===== src/rtl/jacobi_linear_solver_top_macros.svh =====
// assertion helpers for the rtl, included by jls_back
`ifndef JACOBI_LINEAR_SOLVER_TOP_MACROS_SVH
`define JACOBI_LINEAR_SOLVER_TOP_MACROS_SVH

// same-cycle implication
`define JLS_ASSERT_IMP(label, pre, post) \
   label: assert property (@(posedge clock) disable iff (reset) (pre) |-> (post)) \
      else $error("jls assertion failed");

// next-cycle implication
`define JLS_ASSERT_NXT(label, pre, post) \
   label: assert property (@(posedge clock) disable iff (reset) (pre) |=> (post)) \
      else $error("jls assertion failed");

`endif


===== src/rtl/jls_pkg.sv =====
`timescale 1ns / 1ps
package jls_pkg;
   localparam int MAX_UNKNOWNS  = 16;
   localparam int FRACTION_BITS = 16;
   localparam int DATA_W        = 32;
   localparam int IDX_W         = $clog2(MAX_UNKNOWNS);
   localparam int CNT_W         = $clog2(MAX_UNKNOWNS + 1);
   localparam int STORE_DEPTH   = MAX_UNKNOWNS * (MAX_UNKNOWNS + 1);
   localparam int ADDR_W        = $clog2(STORE_DEPTH);
   localparam int ACC_W         = 2 * DATA_W + CNT_W;
   localparam int DIV_CNT_W     = $clog2(ACC_W);
   localparam int SUM_W         = DATA_W + IDX_W;
   localparam int TOL_W         = 16;
   localparam int LIMIT_W       = 16;
   localparam int STATUS_W      = 2;
   localparam int CSR_ADDR_W    = 2;
   localparam int CSR_DATA_W    = 16;
   localparam int FIFO_DEPTH    = 4;
   localparam int FIFO_PTR_W    = $clog2(FIFO_DEPTH);
   localparam int RSP_DATA_W    = 56;

   localparam logic [CSR_ADDR_W-1:0] CSR_UNKNOWNS  = 2'd0;
   localparam logic [CSR_ADDR_W-1:0] CSR_TOLERANCE = 2'd1;
   localparam logic [CSR_ADDR_W-1:0] CSR_LIMIT     = 2'd2;

   localparam logic [STATUS_W-1:0] STATUS_CONVERGED = 2'd0;
   localparam logic [STATUS_W-1:0] STATUS_NOT_DOM   = 2'd1;
   localparam logic [STATUS_W-1:0] STATUS_LIMIT     = 2'd2;
   localparam logic [STATUS_W-1:0] STATUS_ZERO_DIAG = 2'd3;

   typedef struct packed {
      logic [CNT_W-1:0]   n;
      logic [TOL_W-1:0]   tol;
      logic [LIMIT_W-1:0] limit;
   } cfg_type;

   typedef struct packed {
      logic [ADDR_W-1:0] addr;
      logic [DATA_W-1:0] coef;
      logic              last;
   } qent_type;
endpackage


===== src/rtl/jls_front.sv =====
`timescale 1ns / 1ps
module jls_front (
   input  logic                               clock,
   input  logic                               reset,
   input  logic                               req_tvalid,
   output logic                               req_tready,
   input  logic [jls_pkg::DATA_W-1:0]         req_tdata,
   input  logic                               csr_we,
   input  logic [jls_pkg::CSR_ADDR_W-1:0]     csr_addr,
   input  logic [jls_pkg::CSR_DATA_W-1:0]     csr_wdata,
   input  logic                               fifo_full,
   output logic                               fifo_push,
   output jls_pkg::qent_type                  fifo_wdata,
   output jls_pkg::cfg_type                   cfg
);
   import jls_pkg::*;

   logic [CNT_W-1:0]   n_raw_ff, n_raw_in;
   logic [TOL_W-1:0]   tol_ff, tol_in;
   logic [LIMIT_W-1:0] lim_ff, lim_in;
   logic [ADDR_W-1:0]  load_ff, load_in;
   logic [CNT_W-1:0]   n_eff;
   logic [ADDR_W-1:0]  total;
   logic               is_last;

   always_comb begin
      if (n_raw_ff == '0) begin
         n_eff = CNT_W'(1);
      end else if (n_raw_ff > CNT_W'(MAX_UNKNOWNS)) begin
         n_eff = CNT_W'(MAX_UNKNOWNS);
      end else begin
         n_eff = n_raw_ff;
      end
   end

   assign total      = ADDR_W'(ADDR_W'(n_eff) * (ADDR_W'(n_eff) + ADDR_W'(1)));
   assign is_last    = (load_ff == total - ADDR_W'(1));
   assign req_tready = !fifo_full;
   assign fifo_push  = req_tvalid && req_tready;
   assign fifo_wdata = '{addr: load_ff, coef: req_tdata, last: is_last};
   assign cfg.n      = n_eff;
   assign cfg.tol    = tol_ff;
   assign cfg.limit  = (lim_ff == '0) ? LIMIT_W'(1) : lim_ff;

   always_comb begin
      n_raw_in = n_raw_ff;
      tol_in   = tol_ff;
      lim_in   = lim_ff;
      load_in  = load_ff;
      if (fifo_push) begin
         load_in = is_last ? '0 : load_ff + ADDR_W'(1);
      end
      if (csr_we) begin
         case (csr_addr)
            CSR_UNKNOWNS: begin
               n_raw_in = csr_wdata[CNT_W-1:0];
               load_in  = '0;
            end
            CSR_TOLERANCE: tol_in = csr_wdata[TOL_W-1:0];
            CSR_LIMIT:     lim_in = csr_wdata[LIMIT_W-1:0];
            default: ;
         endcase
      end
   end

   always_ff @(posedge clock) begin
      if (reset) begin
         n_raw_ff <= CNT_W'(4);
         tol_ff   <= TOL_W'(1);
         lim_ff   <= LIMIT_W'(1000);
         load_ff  <= '0;
      end else begin
         n_raw_ff <= n_raw_in;
         tol_ff   <= tol_in;
         lim_ff   <= lim_in;
         load_ff  <= load_in;
      end
   end
endmodule


===== config.mk =====
export PLATFORM = sky130hd
export DESIGN_NAME = jls_front
export DESIGN_NICKNAME = d
export VERILOG_FILES = /design/src/rtl/jacobi_linear_solver_top_macros.svh /design/src/rtl/jls_pkg.sv /design/src/rtl/jls_front.sv
export SDC_FILE = /design/constraint.sdc
export NUM_CORES = 1
export LEC_CHECK = 0
export ABC_AREA = 1
export ABC_CLOCK_PERIOD_IN_PS = 7200
export BUFFER_PORTS_ARGS = -buffer_cell sky130_fd_sc_hd__buf_4
export CAP_MARGIN = 10
export CORE_MARGIN = 5
export CORE_UTILIZATION = 45
export CTS_CLUSTER_SIZE = 8
export DETAILED_ROUTE_END_ITERATION = 12
export PLACE_DENSITY = 0.76
export SLEW_MARGIN = 20
export SYNTH_ARGS = -nofsm -noshare
export SYNTH_HDL_FRONTEND = slang
export SYNTH_SLANG_ARGS = --single-unit

===== constraint.sdc =====
create_clock -name clock -period 7.2 [get_ports clock]
set_input_delay 1.44 -clock clock [delete_from_list [all_inputs] [get_ports clock]]
set_output_delay 1.44 -clock clock [all_outputs]
set_load 0.01 [all_outputs]

==> summary.txt, run 1 <==
Outcome
  – Status: finished clean

Route
  – DRT antenna net count: 0
  – Routed wire length: 6840 microns
  – Vias: 2618
  – Pre-antenna DRT Iters: 4
  – DR DRC count: 0
  – Initial DRC Count: 83
  – WL per Instance: 12.5 microns
  – Vias per cell: 4.79

Synthesis
  – Synthesized area: 3140 sq um
  – Post-synthesis compound-gate area fraction: 0.0725
  – Post-Synth Simple-Gate Area: 0.281
  – Leading area contributor after synthesis: dfxtp_1
  – Yosys reg bits: 46
  – Mux cell area share after synthesis: 0
  – Largest family of logic cells by synthesized area: simple AND/OR/NAND/NOR gates
  – Register area share after synthesis: 0.293
  – Cells after Synth: 428
  – Async set-reset flop share out of synthesis: 0
  – EDFF count, synth: 0
  – Synth top cells by count: nor2_1, nand2_1, inv_1
  – Yosys Warn Count: 0
  – Synth Area in Adders: 0.139
  – Share of the synthesized area in the top cell type: 0.293
  – Ys flop type: dfxtp_1
  – Top-count cell post-synth: nor2_1
  – Syn Area/Cell: 7.33 sq um
  – Area contributors post-synth: dfxtp_1, fa_1, buf_4
  – Netlist cell types: 34
  – Xor/xnor share of the synthesized area: 0.0251

Worst setup path
  – CP Cell Sequence: inv_1 -> nand3_1 -> a21oi_1 -> ha_1 -> inv_1 -> ha_1 -> inv_1 -> nand2_1 -> fa_1 -> inv_1 -> ha_1 -> fa_1 -> ha_1 -> inv_1 -> fa_1 -> nand2_1 -> inv_1 -> nor3_1 -> nand4_1 -> nor3_1 -> nand2_1 -> a21oi_1 -> buf_4
  – Crit path top cell by count: inv_1
  – Worst setup EP type: primary output
  – Crit Path Max Fanout: 7
  – Kind of cell adding the most delay to the critical path: adder cells
  – Worst EP required: 5760 ps
  – Worst setup SP type: register
  – Crit path arrival time: 5020 ps
  – Critical Path Slowest Stage Cell: fa_1
  – Crit path kind: register to primary output
  – Worst path bufs/invs: 7
  – Worst path max stage delay: 520 ps

Die
  – Die Span Y: 93.5 microns
  – Initial Util: 0.462
  – Die area: 8750 sq um
  – Top-Level Pins: 136
  – # rows: 30
  – Core area: 6790 sq um
  – Die W: 93.5 microns

STA
  – Period minus WS final: 6460 ps
  – Worst Hold Slack: 489 ps
  – Clock skew: 17.0 ps
  – RSZ-0062 raised after global routing: false
  – Final setup fails: 0
  – Period utilization: 0.897
  – Slew Limit Fails: 0
  – Slew HR: 0.456
  – F_max: 155 MHz
  – Final hold vios: 0
  – Actual slew at the worst max-slew pin: 812 ps
  – TNS Setup: 0 ps

CTS
  – Bufs on Longest Clock Path: 2
  – CTS Hold Bufs: 0
  – # resized after CTS: 0
  – # H-tree levels: 2
  – Root buffer cell: clkbuf_8
  – CTS buffer count: 5
  – Worst-Skew Late Latency: 300 ps
  – Sink Count: 46
  – CTS tree: done
  – Post-CTS setup buffer count: 0
  – Reg clk slew, reported paths: 80 ps

Run
  – Max-capacitance violation count: 0

Power
  – Sw frac: 0.326
  – Comb pwr share: 0.327
  – Clock power share: 0.308
  – VDD IR max: 0.0990 mV
  – P per Cell Area: 210 nW/um^2
  – Leak Pwr: 1.74 nW
  – P_sw: 245 uW
  – Pint: 506 uW
  – Reg power frac: 0.365

Place
  – I/O Buffers: 71
  – RePlAce Congestion: 0.903
  – Placed cell areas: 3430 sq um
  – Placed Instances: 539
  – Hpwl dp: 5480 microns

Layout
  – Core Util, Final: 0.526
  – # diodes: 0
  – Nets: 532
  – Area delta synth->final: 13.8%
  – Layout cells sized above 1: 0.248
  – Final std cells w/o fill: 547
  – Cell area after layout: 3570 sq um

GRT
  – Number of global-route vias before repair: 2620
  – First-pass GRT wire length: 11500 microns
  – Initial antenna violation count: 0
  – Largest net degree at the start of global routing: 38
  – Gr ovfl total: 0
  – Gr usage total: 0.160

Min path
  – Tightest Hold Check Type: register to register
[metal layers]
metal,GRT usage,vias to the layer above,wire length (microns)
li1,-,1319,-
met1,0.189,1204,2900
met2,0.271,89,3240
met3,0.0652,6,658
met4,0.0366,0,47
met5,0,-,0
[logic make-up after synthesis]
family                   count (synthesis)
buffers and inverters                  117
AO/OA/AOI/OAI                           44
AND/OR/NAND/NOR                        184
XOR/XNOR                                 9
other                                    1
flip-flops                              46
adder cells (fa/ha/maj)                 27
[flip-flops by register name, summed over array words and instances (netlist names)]
| register | flops |
|---|---|
| n_raw_ff | 5 |
| tol_ff | 16 |
| load_ff | 9 |
| lim_ff | 16 |
[cells in the final DEF (no fill, tap or decap), types with 11 or more instances in the layout]
cell type	Yosys	routed
a21oi_1	11	11
buf_4	33	71
dfxtp_1	46	46
fa_1	13	13
ha_1	14	14
inv_1	55	55
nand2_1	63	63
nand3_1	17	17
nor2_1	65	65
nor2_2	11	11
o21ai_0	31	31
[area by class of cell]
| type | instances | area (sq um) |
|---|---|---|
| clock buffers | 5 | 68.8 |
| clock inverters | 3 | 68.8 |
| fillers | 665 | 3220 |
| inverters | 60 | 230 |
| multi-input cells | 266 | 1630 |
| flip-flops and latches | 46 | 921 |
| well taps | 96 | 120 |
| repair buffers | 71 | 533 |
[through the flow]
step	power, mW	setup WS, ps
finish	0.751	744
global route	0.809	354
CTS	0.759	739
detailed placement	0.527	1060
global placement	0.519	1220
floorplan	0.480	1300
[worst register-to-register path, stage by stage, from the launching register on]
cell	delay, ps
dfxtp_1	320
inv_1	180
nand3_1	110
a21oi_1	410
ha_1	220
inv_1	60
ha_1	270
inv_1	120
nand2_1	90
fa_1	520
inv_1	40
ha_1	290
fa_1	520
ha_1	180
inv_1	60
fa_1	470
nand2_1	90
inv_1	50
nor2_1	90
nand3_1	80
nor2_1	110
nand2_1	80
nor2_2	130
nand3_2	100
nand2_4	130
nor2_2	40
[power by group through the flow]
stage | combinational, mW | clock (mW) | sequential, mW
floorplan | 0.200 | 0 | 0.279
global placement | 0.240 | 0 | 0.280
detailed placement | 0.247 | 0 | 0.280
CTS | 0.248 | 0.237 | 0.274
global route | 0.284 | 0.249 | 0.276
finish | 0.246 | 0.231 | 0.274
[worst paths after layout]
kind | endpoint | slack [ps] | from | cells after the start
setup / recovery | fifo_wdata[0] | 740 | n_raw_ff[3] | 23
hold / removal | tol_ff[0] | 490 | tol_ff[0] | 2
setup reg to reg | load_ff[5] | 2370 | n_raw_ff[3] | 25
hold reg to reg | tol_ff[0] | 490 | tol_ff[0] | 2
No activity file was read; power rests on OpenSTA's default activity.
==> inputs of run 2 (changes only) <==
- CORE_ASPECT_RATIO: not set -> 1.1
- PLACE_DENSITY: 0.76 -> 0.85
==> summary.txt, run 2 (synthesis gave the netlist of run 1 again) <==
Route
  – Routed wire length: 6770 microns
  – WL per Instance: 12.6 microns
  – Met3 Wirelength: 705 microns
  – Initial DRC Count: 127
  – Highest Signal Layer: met4
  – Wire length on met2: 3200 microns
  – DRT antenna net count: 0
  – DR DRC count: 0
  – Vias: 2652
  – Metal-1 WL: 2740 microns
  – Pre-antenna DRT Iters: 4
  – Vias per cell: 4.95

CTS
  – # H-tree levels: 2
  – Post-CTS setup buffer count: 0
  – Root buffer cell: clkbuf_8
  – Bufs on Longest Clock Path: 2
  – CTS tree: done
  – CTS Hold Bufs: 0
  – Sink Count: 46
  – CTS buffer count: 5
  – Worst-Skew Late Latency: 300 ps
  – Reg clk slew, reported paths: 90 ps
  – # resized after CTS: 0

GRT
  – Largest net degree at the start of global routing: 38
  – First-pass GRT wire length: 11200 microns
  – Gr ovfl total: 0
  – Number of global-route vias before repair: 2524
  – Gr usage total: 0.156
  – Initial antenna violation count: 0

STA
  – Slew Limit Fails: 0
  – TNS Setup: 0 ps
  – Period minus WS final: 6530 ps
  – Period utilization: 0.908
  – Final hold vios: 0
  – Actual slew at the worst max-slew pin: 827 ps
  – RSZ-0062 raised after global routing: false
  – Clock skew: 6.84 ps
  – F_max: 153 MHz
  – Final setup fails: 0
  – Slew HR: 0.445

Worst setup path
  – Crit path kind: register to primary output
  – Worst EP required: 5760 ps
  – Crit path arrival time: 5090 ps
  – Worst setup EP type: primary output
  – Worst setup SP type: register
  – Crit Path Max Fanout: 7

Min path
  – Tightest Hold Check Type: register to register

Layout
  – Area delta synth->final: 11.9%
  – Commonest non-fill, non-tap cell in the layout: buf_4
  – # diodes: 0
  – Layout cells sized above 1: 0.248
  – Top flop regs: lim_ff x16, tol_ff x16, load_ff x9
  – Nets: 532
  – Fill count: 674
  – Most frequent cells in the layout: buf_4, nor2_1, nand2_1
  – Final std cells w/o fill: 536
  – Core Util, Final: 0.510

Die
  – Die W: 89.6 microns
  – Core area: 6890 sq um
  – Die area: 8750 sq um
  – Top-Level Pins: 136
  – Die Span Y: 97.6 microns
  – Initial Util: 0.456
  – # rows: 32

Run
  – Max-capacitance violation count: 0

Power
  – P per Cell Area: 197 nW/um^2
  – Pint: 438 uW
  – Clock power share: 0.242
  – Reg power frac: 0.397
  – VDD IR max: 0.102 mV
  – Sw frac: 0.366
  – Comb pwr share: 0.361
  – Leak Pwr: 1.72 nW
  – P_sw: 253 uW

Place
  – RePlAce Congestion: 0.910
  – Hpwl dp: 5450 microns
  – Placed Instances: 528
  – I/O Buffers: 71

Outcome
  – Status: finished clean
==> run 2: power groups by stage <==
stage	Combinational, mW	Sequential, mW	Clock (mW)
after floorplan	0.200	0.279	0
after global placement	0.239	0.280	0
after detailed placement	0.251	0.280	0
after CTS	0.251	0.274	0.171
after global routing	0.286	0.276	0.186
final	0.249	0.274	0.167
==> run 2: worst max-delay path: stages (launching register included) <==
cell,delay (ps)
dfxtp_1,330
inv_1,180
nand3_1,100
a21oi_1,420
ha_1,240
inv_1,70
ha_1,270
inv_1,110
nand2_1,90
fa_1,520
inv_1,40
ha_1,290
fa_1,520
ha_1,170
inv_1,50
fa_1,480
nand2_1,100
inv_1,50
nor3_1,190
nand4_1,100
nor3_1,160
nand2_1,70
a21oi_1,120
buf_4,140
==> run 2: per-layer routing <==
metal  up-vias  track usage
met5         -            0
met4         0       0.0412
met3        15       0.0687
met2        94        0.246
met1      1226        0.192
li1       1317            -
==> run 2: path summary, 6_finish.rpt <==
| kind | start | to | slack [ps] | cells past startpoint |
|---|---|---|---|---|
| min reg2reg | tol_ff[0] | tol_ff[0] | 480 | 2 |
| min | tol_ff[0] | tol_ff[0] | 480 | 2 |
| max | n_raw_ff[3] | fifo_wdata[0] | 670 | 23 |
| max reg2reg | n_raw_ff[3] | load_ff[5] | 2360 | 25 |
==> run 2: layout make-up <==
cell class                      instances  area (sq um)  area share
Clock inverter                          3          22.5     0.00641
Tap cell                               85           106      0.0303
Sequential cell                        46           921       0.262
Inverter                               60           230      0.0656
Multi-Input combinational cell        266          1630       0.464
Clock buffer                            5          68.8      0.0196
Timing Repair Buffer                   71           533       0.152
==> run 2: per-stage QoR <==
stage / setup slack (ps) / hold WS, ps / power, mW / instance area [sq um]
after floorplan: 1300 / 449 / 0.480 / 3140
after global placement: 1210 / 440 / 0.518 / 3420
after detailed placement: 1020 / 452 / 0.530 / 3420
after CTS: 685 / 478 / 0.696 / 3510
after global routing: 307 / 517 / 0.748 / 3510
final: 665 / 480 / 0.691 / 3510
