**src/rtl/jacobi_linear_solver_top_macros.svh**
```systemverilog
// assertion helpers for the rtl, included by jls_back
`ifndef JACOBI_LINEAR_SOLVER_TOP_MACROS_SVH
`define JACOBI_LINEAR_SOLVER_TOP_MACROS_SVH

// same-cycle implication
`define JLS_ASSERT_IMP(label, pre, post) \
   label: assert property (@(posedge clock) disable iff (reset) (pre) |-> (post)) \
      else $error("jls assertion failed");

// next-cycle implication
`define JLS_ASSERT_NXT(label, pre, post) \
   label: assert property (@(posedge clock) disable iff (reset) (pre) |=> (post)) \
      else $error("jls assertion failed");

`endif

```
**src/rtl/jls_pkg.sv**
```systemverilog
`timescale 1ns / 1ps
package jls_pkg;
   localparam int MAX_UNKNOWNS  = 16;
   localparam int FRACTION_BITS = 16;
   localparam int DATA_W        = 32;
   localparam int IDX_W         = $clog2(MAX_UNKNOWNS);
   localparam int CNT_W         = $clog2(MAX_UNKNOWNS + 1);
   localparam int STORE_DEPTH   = MAX_UNKNOWNS * (MAX_UNKNOWNS + 1);
   localparam int ADDR_W        = $clog2(STORE_DEPTH);
   localparam int ACC_W         = 2 * DATA_W + CNT_W;
   localparam int DIV_CNT_W     = $clog2(ACC_W);
   localparam int SUM_W         = DATA_W + IDX_W;
   localparam int TOL_W         = 16;
   localparam int LIMIT_W       = 16;
   localparam int STATUS_W      = 2;
   localparam int CSR_ADDR_W    = 2;
   localparam int CSR_DATA_W    = 16;
   localparam int FIFO_DEPTH    = 4;
   localparam int FIFO_PTR_W    = $clog2(FIFO_DEPTH);
   localparam int RSP_DATA_W    = 56;

   localparam logic [CSR_ADDR_W-1:0] CSR_UNKNOWNS  = 2'd0;
   localparam logic [CSR_ADDR_W-1:0] CSR_TOLERANCE = 2'd1;
   localparam logic [CSR_ADDR_W-1:0] CSR_LIMIT     = 2'd2;

   localparam logic [STATUS_W-1:0] STATUS_CONVERGED = 2'd0;
   localparam logic [STATUS_W-1:0] STATUS_NOT_DOM   = 2'd1;
   localparam logic [STATUS_W-1:0] STATUS_LIMIT     = 2'd2;
   localparam logic [STATUS_W-1:0] STATUS_ZERO_DIAG = 2'd3;

   typedef struct packed {
      logic [CNT_W-1:0]   n;
      logic [TOL_W-1:0]   tol;
      logic [LIMIT_W-1:0] limit;
   } cfg_type;

   typedef struct packed {
      logic [ADDR_W-1:0] addr;
      logic [DATA_W-1:0] coef;
      logic              last;
   } qent_type;
endpackage

```
**src/rtl/jls_fifo.sv**
```systemverilog
`timescale 1ns / 1ps
module jls_fifo (
   input  logic              clock,
   input  logic              reset,
   input  logic              push,
   input  jls_pkg::qent_type wdata,
   input  logic              pop,
   output jls_pkg::qent_type rdata,
   output logic              full,
   output logic              empty
);
   import jls_pkg::*;

   qent_type                slot_ff [FIFO_DEPTH];
   logic [FIFO_PTR_W-1:0]   wr_ff, wr_in, rd_ff, rd_in;
   logic [FIFO_PTR_W:0]     cnt_ff, cnt_in;

   assign full  = (cnt_ff == (FIFO_PTR_W+1)'(FIFO_DEPTH));
   assign empty = (cnt_ff == '0);
   assign rdata = slot_ff[rd_ff];

   always_comb begin
      wr_in  = push ? wr_ff + FIFO_PTR_W'(1) : wr_ff;
      rd_in  = pop ? rd_ff + FIFO_PTR_W'(1) : rd_ff;
      cnt_in = cnt_ff + (FIFO_PTR_W+1)'(push) - (FIFO_PTR_W+1)'(pop);
   end

   always_ff @(posedge clock) begin
      if (push) begin
         slot_ff[wr_ff] <= wdata;
      end
   end

   always_ff @(posedge clock) begin
      if (reset) begin
         wr_ff  <= '0;
         rd_ff  <= '0;
         cnt_ff <= '0;
      end else begin
         wr_ff  <= wr_in;
         rd_ff  <= rd_in;
         cnt_ff <= cnt_in;
      end
   end
endmodule

```
**config.mk**
```make
export PLATFORM = sky130hd
export DESIGN_NAME = jls_fifo
export DESIGN_NICKNAME = d
export VERILOG_FILES = /design/src/rtl/jacobi_linear_solver_top_macros.svh /design/src/rtl/jls_pkg.sv /design/src/rtl/jls_fifo.sv
export SDC_FILE = /design/constraint.sdc
export NUM_CORES = 1
export LEC_CHECK = 0
export BUFFER_PORTS_ARGS = -buffer_cell sky130_fd_sc_hd__buf_2
export CORE_AREA = 2 2 126 128
export CTS_BUF_LIST = sky130_fd_sc_hd__clkbuf_2 sky130_fd_sc_hd__clkbuf_4 sky130_fd_sc_hd__clkbuf_8
export DETAILED_ROUTE_END_ITERATION = 12
export DIE_AREA = 0 0 128 130
export MAX_ROUTING_LAYER = met4
export PLACE_DENSITY = 0.62
export SLEW_MARGIN = 5
export SYNTH_ARGS = -nofsm -noshare
export SYNTH_HDL_FRONTEND = slang
export SYNTH_SLANG_ARGS = --single-unit
```
**constraint.sdc**
```tcl
create_clock -name clock -period 2.6 [get_ports clock]
set_clock_uncertainty 0.15 [all_clocks]
set_input_delay 0.26 -clock clock [delete_from_list [all_inputs] [get_ports clock]]
set_output_delay 0.26 -clock clock [all_outputs]
set_load 0.1 [all_outputs]
```
==> flow_summary.json, run 1 <==
{
  "crit_cells": 3,
  "drv_slew": 0,
  "max_slew.worst_pin.slew_ns": 0.533,
  "yosys_most_used_dff": "edfxtp_1",
  "synth_cell_types": 22,
  "ant_nets": 0,
  "synth_cells": 262,
  "synth_edf_count": 168,
  "synth_most_common_cell": "edfxtp_1",
  "synth_top_area_cell": "edfxtp_1",
  "reg2reg_to": "cnt_ff[2]$_SDFF_PP0_",
  "p_total_mw": 6.81,
  "wl_per_cell_um": 18.7,
  "htreeDepth": 4,
  "antenna_found_initial": 1,
  "clk_latency_ns": 0.45,
  "initial_core_util_pct": 42.5,
  "endpoint": "rdata[39]",
  "rsz0062_at_grt": "no",
  "cts.path.max_buffers": 2,
  "drcViolationCount": 0,
  "gp_congestion": 0.695,
  "ys_warn_count": 0,
  "routed_wl_um": 11600,
  "drt-initial-drc-count": 213,
  "required_ns": 2.19,
  "yosysSeqAreaShare_pct": 79.7,
  "intPower_mw": 4.70,
  "dieArea_mm2": 0.0166,
  "portBuffers": 89,
  "top_layer": "met4",
  "fp-row-count": 46,
  "die_width_um": 128,
  "drv_cap": 0,
  "track_usage_pct": 15.2,
  "grt_pass1_wl_um": 17700,
  "cts_tree": "built",
  "drt-met1-wl_um": 5150,
  "numCtsBuffers": 17,
  "post_cts_buffers": 0,
  "final_core_util_pct": 53.1,
  "hold_class": "input pin to register",
  "dp_hpwl_um": 6960,
  "ff2ff_path_depth": 7,
  "fill_cells": 1264,
  "multiInputGateArea_mm2": 0.00120,
  "cp_slowest_cell": "dfxtp_2",
  "reg2reg_slack_ns": 0.68,
  "clock-sinks": 177,
  "maxSlewHeadroom_pct": 64.7,
  "cp_top_family": "buffers and inverters",
  "yosysTopAreaCellShare_pct": 77.0,
  "crit_type": "register to output pin",
  "drive_gt1_share_pct": 41.6,
  "crit_buf_inv": 2,
  "routed-via-count": 3078,
  "syn_avg_cell_area_um2": 25.0,
  "tns_ns": 0,
  "final_hold_viol_count": 0,
  "placed_cell_area_mm2": 0.00730,
  "reg2reg_from": "cnt_ff[0]$_SDFF_PP0_",
  "synth_nets": 315,
  "overflow": 0,
  "crit_path_start_kind": "register",
  "fmax_mhz": 413,
  "p_comb_share_pct": 21.2,
  "dr_wl_met2_um": 5640,
  "syn_to_final_growth_pct": 25.0,
  "p_per_area_mw_per_mm2": 832,
  "post-route-min-period_ns": 2.42,
  "firstDrtPassIters": 4,
  "syn_area_mm2": 0.00655,
  "vdd_drop_max_v": 0.000513,
  "status": "finished, final reports clean",
  "synth_common_cells": "168 x edfxtp_1, 40 x mux4_2, 9 x dfxtp_1",
  "p_seq_share_pct": 48.8,
  "ys_ff_latch": 177,
  "arrival_ns": 2.01,
  "async_flop_share_pct": 0,
  "cpPeakStageDelay_ns": 0.58,
  "pwr-share-clk_pct": 30.0,
  "period_share_pct": 93.1,
  "ios": 90,
  "ctsRootBufferMaster": "clkbuf_8",
  "wl_met3_um": 543,
  "core_mm2": 0.0154,
  "cp_max_fo": 30,
  "viasPerCell": 4.96,
  "worst_setup_path_end_kind": "output pin",
  "p_sw_mw": 2.12,
  "nNetsFinal": 468,
  "grt_pass1_vias": 3267,
  "clk_pin_slew_ns": 0.09,
  "switching_share_pct": 31.1,
  "dieHeight_um": 130,
  "cp_cell_sequence": "buf_12 -> mux4_2 -> buf_2",
  "p_leak_nw": 2.83,
  "design_area_mm2": 0.00819,
  "seq_area_mm2": 0.00523,
  "synthTopCellsByArea": "edfxtp_1 77%, mux4_2 14%, dfxtp_1 2.7%, buf_12 1.2%, ha_1 1.1%",
  "grt_max_degree": 31,
  "setup_viol": 0
}
## placed cells by master (no fill, tap or decap), drive strengths merged
cell type,instances
mux2i,1
nand3b,1
ha,6
nor2b,2
dlygate4sd3,45
a21oi,1
and3,1
xor3,1
dfxtp,9
clkbuf,17
mux4,42
nor2,5
buf,99
xnor2,2
a21bo,1
fa,1
nor3,1
diode,1
edfxtp,168
inv,10
and2,4
clkinvlp,1
clkinv,6
bufinv,4
## logic make-up after synthesis
| logic type | share of synthesized area [%] |
|---|---|
| compound gates | 0.229 |
| xor+xnor | 0.630 |
| buf+inv | 2.10 |
| simple gates | 1.15 |
| fa+ha+maj | 1.45 |
| mux | 14.7 |
| flops | 79.7 |
## worst register-to-register path, stage by stage (launching register included)
cell and delay (ns):
dfxtp_1 0.36, inv_1 0.06, ha_1 0.26, inv_1 0.04, ha_1 0.18, fa_1 0.36, xor3_1 0.37, nor2_1 0.04
## sequential cells by signal (all words and copies together) (netlist names), named ones only
register,cells
cnt_ff,3
wr_ff,2
slot_ff,168
rd_ff,2
## worst min-delay path by stage
| stage | start | endpoint | cells past startpoint |
|---|---|---|---|
| finish | wdata[16] | slot_ff[3][16]$_DFFE_PP_ | 2 |
| global route | wdata[11] | slot_ff[2][11]$_DFFE_PP_ | 2 |
| CTS | wdata[16] | slot_ff[2][16]$_DFFE_PP_ | 2 |
| detailed placement | wdata[3] | slot_ff[3][3]$_DFFE_PP_ | 1 |
| global placement | wdata[26] | slot_ff[2][26]$_DFFE_PP_ | 1 |
| floorplan | reset | cnt_ff[0]$_SDFF_PP0_ | 1 |
## layer usage
metal / global-route usage (%) / up-vias
met2: 23.8 / 75
met3: 4.35 / 22
met1: 18.7 / 1570
met4: 6.79 / 0
met5: - / -
li1: - / 1411
## through the flow
stage / setup slack (ns) / std cells / hold WS [ns]
after floorplan: 0.491 / 262 / 0.182
after global placement: 0.636 / 543 / 0.321
after detailed placement: 0.611 / 543 / 0.325
after CTS: 0.0957 / 620 / 0.359
after global routing: 0.0678 / 621 / 0.377
final: 0.179 / 621 / 0.399
## power by group through the flow
stage / clock, mW / sequential, mW / combinational (mW)
finish: 2.05 / 3.32 / 1.45
global route: 2.20 / 3.34 / 1.51
CTS: 2.11 / 3.32 / 1.46
detailed placement: 0 / 3.39 / 1.41
global placement: 0 / 3.38 / 1.40
floorplan: 0 / 3.37 / 1.17
## layout make-up
type                       instances  share of cell area [%]
tap                              192                    2.93
antenna                            1                  0.0305
timing repair buffer             144                    12.9
clock inverter                    15                    2.50
inverter                           6                   0.275
multi-input combinational         69                    14.6
clock buffer                      17                    2.86
sequential                       177                    63.8
## repair_timing
| item | CTS | global route |
|---|---|---|
| gates resized for setup | 0 | 0 |
| endpoints found under the hold margin | 177 | 0 |
| hold buffers | 45 | 0 |
Note: power is estimated with default switching activity, not from simulation.
==> run 2, diff against run 1 <==
Settings changed: ABC_AREA set to 1, CORE_AREA 2 2 126 128 to 2 2 133 135, DIE_AREA 0 0 128 130 to 0 0 135 137, PLACE_DENSITY 0.62 to 0.61.
==> flow_summary.json, run 2 <==
{
  "status": "finished, final reports clean",
  "syn_area_mm2": 0.00738,
  "firstDrtPassIters": 4,
  "p_seq_share_pct": 49.9,
  "synth_edf_count": 168,
  "dieHeight_um": 137,
  "drive_gt1_share_pct": 30.2,
  "post-route-min-period_ns": 2.48,
  "switching_share_pct": 32.5,
  "p_sw_mw": 2.16,
  "routed-via-count": 4346,
  "cp_max_fo": 46,
  "drt-met1-wl_um": 6020,
  "drv_slew": 0,
  "ctsRootBufferMaster": "clkbuf_8",
  "synth_top_area_cell": "edfxtp_1",
  "hold_class": "register to register",
  "synth_most_common_cell": "edfxtp_1",
  "antenna_cells": 0,
  "p_total_mw": 6.64,
  "top_layer": "met4",
  "maxSlewHeadroom_pct": 65.5,
  "nNetsFinal": 738,
  "wl_met3_um": 547,
  "fmax_mhz": 404,
  "p_per_area_mw_per_mm2": 744,
  "crit_path_start_kind": "register",
  "worst_slack_ns": 0.123,
  "ios": 90,
  "cpPeakStageDelay_ns": 0.61,
  "yosys_most_used_dff": "edfxtp_1",
  "cp_slowest_cell": "dfxtp_4",
  "setup_viol": 0,
  "final_hold_viol_count": 0,
  "grt_pass1_wl_um": 21800,
  "synth_cell_types": 19,
  "portBuffers": 89,
  "worst_setup_path_end_kind": "output pin",
  "numCtsBuffers": 17,
  "pwr-share-clk_pct": 28.7,
  "final_common_cell": "edfxtp_1",
  "clock-sinks": 177,
  "grt_max_degree": 51,
  "max_slew.worst_pin.slew_ns": 0.521,
  "viasPerCell": 4.71,
  "synth_nets": 600,
  "overflow": 0,
  "largestRegisters": "slot_ff: 168 flops, cnt_ff: 3 flops",
  "rsz0062_at_grt": "no",
  "vdd_drop_max_v": 0.000552,
  "drcViolationCount": 0,
  "dieArea_mm2": 0.0185,
  "antenna_found_initial": 0,
  "cts_tree": "built",
  "clk_pin_slew_ns": 0.09,
  "htreeDepth": 4,
  "p_comb_share_pct": 21.5,
  "period_share_pct": 95.3,
  "holdPathStages": 2,
  "track_usage_pct": 16.1,
  "ys_warn_count": 0,
  "core_mm2": 0.0171,
  "syn_avg_cell_area_um2": 13.5,
  "timing.hold.ws_ns": 0.309,
  "clk_latency_ns": 0.45,
  "die_width_um": 135,
  "crit_type": "register to output pin",
  "initial_core_util_pct": 43.3,
  "synth_cells": 547,
  "tns_ns": 0,
  "place_inst": 845,
  "arrival_ns": 2.07,
  "ys_ff_latch": 177,
  "place_ws_ns": 0.489,
  "layout_common_cells": "168 x edfxtp_1, 97 x inv_1, 88 x buf_2",
  "syn_to_final_growth_pct": 20.9,
  "dr_wl_met2_um": 6870,
  "yosysSeqAreaShare_pct": 70.8,
  "cts.path.max_buffers": 2,
  "async_flop_share_pct": 0,
  "yosysTopAreaCellShare_pct": 68.3,
  "p_leak_nw": 3.48,
  "grt_pass1_vias": 4392,
  "fp-row-count": 48,
  "required_ns": 2.19,
  "synth_common_cells": "168 x edfxtp_1, 101 x inv_1, 62 x nand2_1",
  "ff2ff_path_depth": 9,
  "drt-initial-drc-count": 215,
  "drv_cap": 0,
  "synthTopCellsByArea": "edfxtp_1 68%, o211ai_2 7.1%, inv_1 5.1%, a21oi_1 3.3%, nand2_1 3.2%",
  "gp_congestion": 0.688,
  "routed_wl_um": 13700,
  "largest_register_ff_count": 168,
  "regMostFlops": "slot_ff",
  "cp_cell_sequence": "buf_12 -> o211ai_2 -> nand2_1 -> buf_2",
  "wl_per_cell_um": 14.8,
  "intPower_mw": 4.49,
  "ant_nets": 0,
  "final_cells": 923,
  "dp_hpwl_um": 8360
}
## run 2: cell types whose count changed in the layout (fill, tap and decap cells not counted), sizes merged, moves of 4 or more
cell	previous run	this run
inv	10	103
nand2	0	92
a21oi	1	48
o21ai	0	46
mux4	42	0
o211ai	0	42
and2	4	0
## run 2: repair_timing
item | CTS | global route
setup buffers | 1 | 0
hold endpoints to repair | 177 | 0
pin swaps | 0 | 0
resized for setup | 0 | 1
setup endpoints to repair | 7 | 1
hold buffers | 45 | 0
## run 2: critical path: cells and delay by family (launching register included)
kind / cells / cell delay, ns
compound gates: 1 / 0.13
buf+inv: 2 / 0.75
flops: 1 / 0.61
simple gates: 1 / 0.11
## run 2: worst paths after layout
path | startpoint | to | slack [ns]
max | register | rdata[17] | 0.12
min | rd_ff[1]$_SDFFE_PP0P_ | register | 0.31
max reg2reg | cnt_ff[0]$_SDFF_PP0_ | cnt_ff[2]$_SDFF_PP0_ | 0.79
min reg2reg | rd_ff[1]$_SDFFE_PP0P_ | register | 0.31
## run 2: power by group through the flow
stage / clock [mW] / combinational (mW) / sequential, mW
after floorplan: 0 / 1.15 / 3.35
after detailed placement: 0 / 1.37 / 3.39
after CTS: 1.96 / 1.44 / 3.32
after global placement: 0 / 1.35 / 3.38
after global routing: 2.06 / 1.51 / 3.33
final: 1.91 / 1.43 / 3.31
## run 2: stage by stage
stage / util (%) / instance area [um^2]
finish: 52.3 / 8930
global route: 52.3 / 8930
CTS: 52.3 / 8920
detailed placement: 47.2 / 8060
global placement: 47.2 / 8060
floorplan: - / 7390
## run 2: cells by family (layout without fill, tap and decap cells)
kind of cell	after synthesis	after routing	share of synthesized area, %
buf+inv	129	280	8.41
flops	177	177	70.8
compound gates	136	136	13.5
simple gates	98	98	6.03
fa+ha+maj	7	7	1.29
## run 2: layer usage
metal / vias up / global-route usage (%)
li1: 2159 / -
met2: 87 / 27.1
met1: 2080 / 18.8
met3: 20 / 3.96
met5: - / -
met4: 0 / 6.48
## run 2: final cells by class
type / instances / area [um^2]
Fill cell: 1519 / 8130
Sequential cell: 177 / 5230
Multi-Input combinational cell: 241 / 1540
Timing Repair Buffer: 147 / 1090
Inverter: 101 / 379
Tap cell: 225 / 282
Clock buffer: 17 / 234
Clock inverter: 15 / 166
==> run 3, diff against run 2 <==
Settings changed: PLACE_DENSITY 0.61 to unset.
==> flow_summary.json, run 3 (synthesis results as in run 2) <==
{
  "cts_tree": "built",
  "tns_ns": 0,
  "drcViolationCount": 0,
  "overflow": 0,
  "firstDrtPassIters": 5,
  "switching_share_pct": 33.0,
  "setup_viol": 0,
  "hold_start": "rd_ff[1]$_SDFFE_PP0P_",
  "dieHeight_um": 137,
  "grt_pass1_vias": 4336,
  "initial_core_util_pct": 43.3,
  "p_comb_share_pct": 22.0,
  "routed_wl_um": 13900,
  "final_core_util_pct": 52.4,
  "gp_congestion": 0.703,
  "grt_pass1_wl_um": 22000,
  "grt_max_degree": 47,
  "viasPerCell": 4.76,
  "arrival_ns": 2.04,
  "drive_gt1_share_pct": 30.1,
  "portBuffers": 89,
  "wl_per_cell_um": 15.1,
  "drt-initial-drc-count": 242,
  "cp_slowest_cell": "dfxtp_4",
  "reg2reg_to": "cnt_ff[2]$_SDFF_PP0_",
  "drv_slew": 0,
  "post-route-min-period_ns": 2.45,
  "status": "finished, final reports clean",
  "antenna_found_initial": 0,
  "largestRegisters": "slot_ff: 168 flops, cnt_ff: 3 flops",
  "worst_slack_ns": 0.147,
  "layout_common_cells": "168 x edfxtp_1, 97 x inv_1, 80 x buf_2",
  "intPower_mw": 4.40,
  "p_total_mw": 6.56,
  "fp-row-count": 48,
  "die_width_um": 135,
  "ant_nets": 0,
  "ctsRootBufferMaster": "clkbuf_8",
  "nNetsFinal": 738,
  "fill_cells": 1490,
  "p_sw_mw": 2.17,
  "rsz0062_at_grt": "no",
  "core_mm2": 0.0171,
  "htreeDepth": 4,
  "dp_hpwl_um": 8290,
  "cpPeakStageDelay_ns": 0.60,
  "dieArea_mm2": 0.0185,
  "routed-via-count": 4390,
  "ios": 90,
  "track_usage_pct": 16.3,
  "worst_setup_path_end_kind": "output pin",
  "period_share_pct": 94.3,
  "cp_max_fo": 32,
  "crit_type": "register to output pin",
  "regMostFlops": "slot_ff",
  "reg2reg_from": "cnt_ff[0]$_SDFF_PP0_",
  "place_ws_ns": 0.551,
  "p_leak_nw": 3.47,
  "fmax_mhz": 408,
  "clock-sinks": 177,
  "max_slew.worst_pin.slew_ns": 0.522,
  "syn_to_final_growth_pct": 21.0,
  "pwr-share-clk_pct": 27.5,
  "vdd_drop_max_v": 0.000564,
  "clk_latency_ns": 0.45,
  "hold_class": "register to register",
  "p_per_area_mw_per_mm2": 735,
  "ff2ff_path_depth": 9,
  "final_hold_viol_count": 0,
  "drv_cap": 0,
  "holdPathStages": 2,
  "p_seq_share_pct": 50.5,
  "reg2reg_slack_ns": 0.81,
  "placed_cell_area_mm2": 0.00806,
  "final_common_cell": "edfxtp_1",
  "design_area_mm2": 0.00893,
  "cp_cell_sequence": "buf_4 -> o211ai_2 -> nand2_1 -> buf_2",
  "numCtsBuffers": 17,
  "cts.path.max_buffers": 2,
  "crit_path_start_kind": "register",
  "largest_register_ff_count": 168,
  "antenna_cells": 0,
  "maxSlewHeadroom_pct": 65.4,
  "clk_pin_slew_ns": 0.09,
  "required_ns": 2.19
}
## run 3: cell types whose count changed in the layout (fill, tap and decap cells not counted), sizes merged
cell,change
buf,-9
bufinv,-1
clkbuf,+9
clkinv,-1
clkinvlp,+2
## run 3: what timing repair did
item	CTS	global route
setup endpoints to repair	0	20
hold buffers	45	0
gates resized for setup	0	9
hold endpoints to repair	177	0
buffers inserted	0	1
## run 3: cell type report
cell class	instances	area [um^2]	area share, %
clock buffer	17	234	2.62
inverter	101	379	4.24
clock inverter	15	143	1.60
sequential	177	5230	58.6
timing repair buffer	147	1120	12.6
tap	225	282	3.15
multi-input combinational	241	1540	17.3
## run 3: power by group through the flow
| stage | clock [mW] | sequential (mW) | combinational (mW) |
|---|---|---|---|
| after floorplan | 0 | 3.35 | 1.15 |
| after global placement | 0 | 3.38 | 1.36 |
| after detailed placement | 0 | 3.38 | 1.38 |
| after CTS | 1.86 | 3.32 | 1.43 |
| after global routing | 1.98 | 3.33 | 1.53 |
| final | 1.81 | 3.31 | 1.44 |
## run 3: critical path, delay by kind of cell (launching register included)
family	cells	cell delay, ns
AOI/OAI and AO/OA	1	0.12
buffers and inverters	2	0.77
DFF	1	0.60
and+or+nand+nor	1	0.09
## run 3: metal layers
metal  global-route usage (%)  up-vias  wire, um
met2                     25.5       85      6700
met3                     5.26       12       607
met4                     4.80        0       150
met1                     20.5     2132      6500
met5                        -        -         0
li1                         -     2161         -
## run 3: worst max-delay path by stage
stage / startpoint / endpoint / slack (ns) / cells after the start
after floorplan: cnt_ff[1]$_SDFF_PP0_ / empty / 0.46 / 3
final: register / rdata[26] / 0.15 / 4
after detailed placement: register / rdata[8] / 0.55 / 4
after CTS: register / rdata[8] / 0.03 / 4
after global placement: register / rdata[1] / 0.57 / 4
after global routing: register / rdata[26] / 0.001 / 4
## run 3: per-stage QoR
step	instances	hold WS, ns
after floorplan	547	0.181
after CTS	922	0.319
after detailed placement	845	0.301
final	923	0.314
after global placement	845	0.290
after global routing	923	0.346
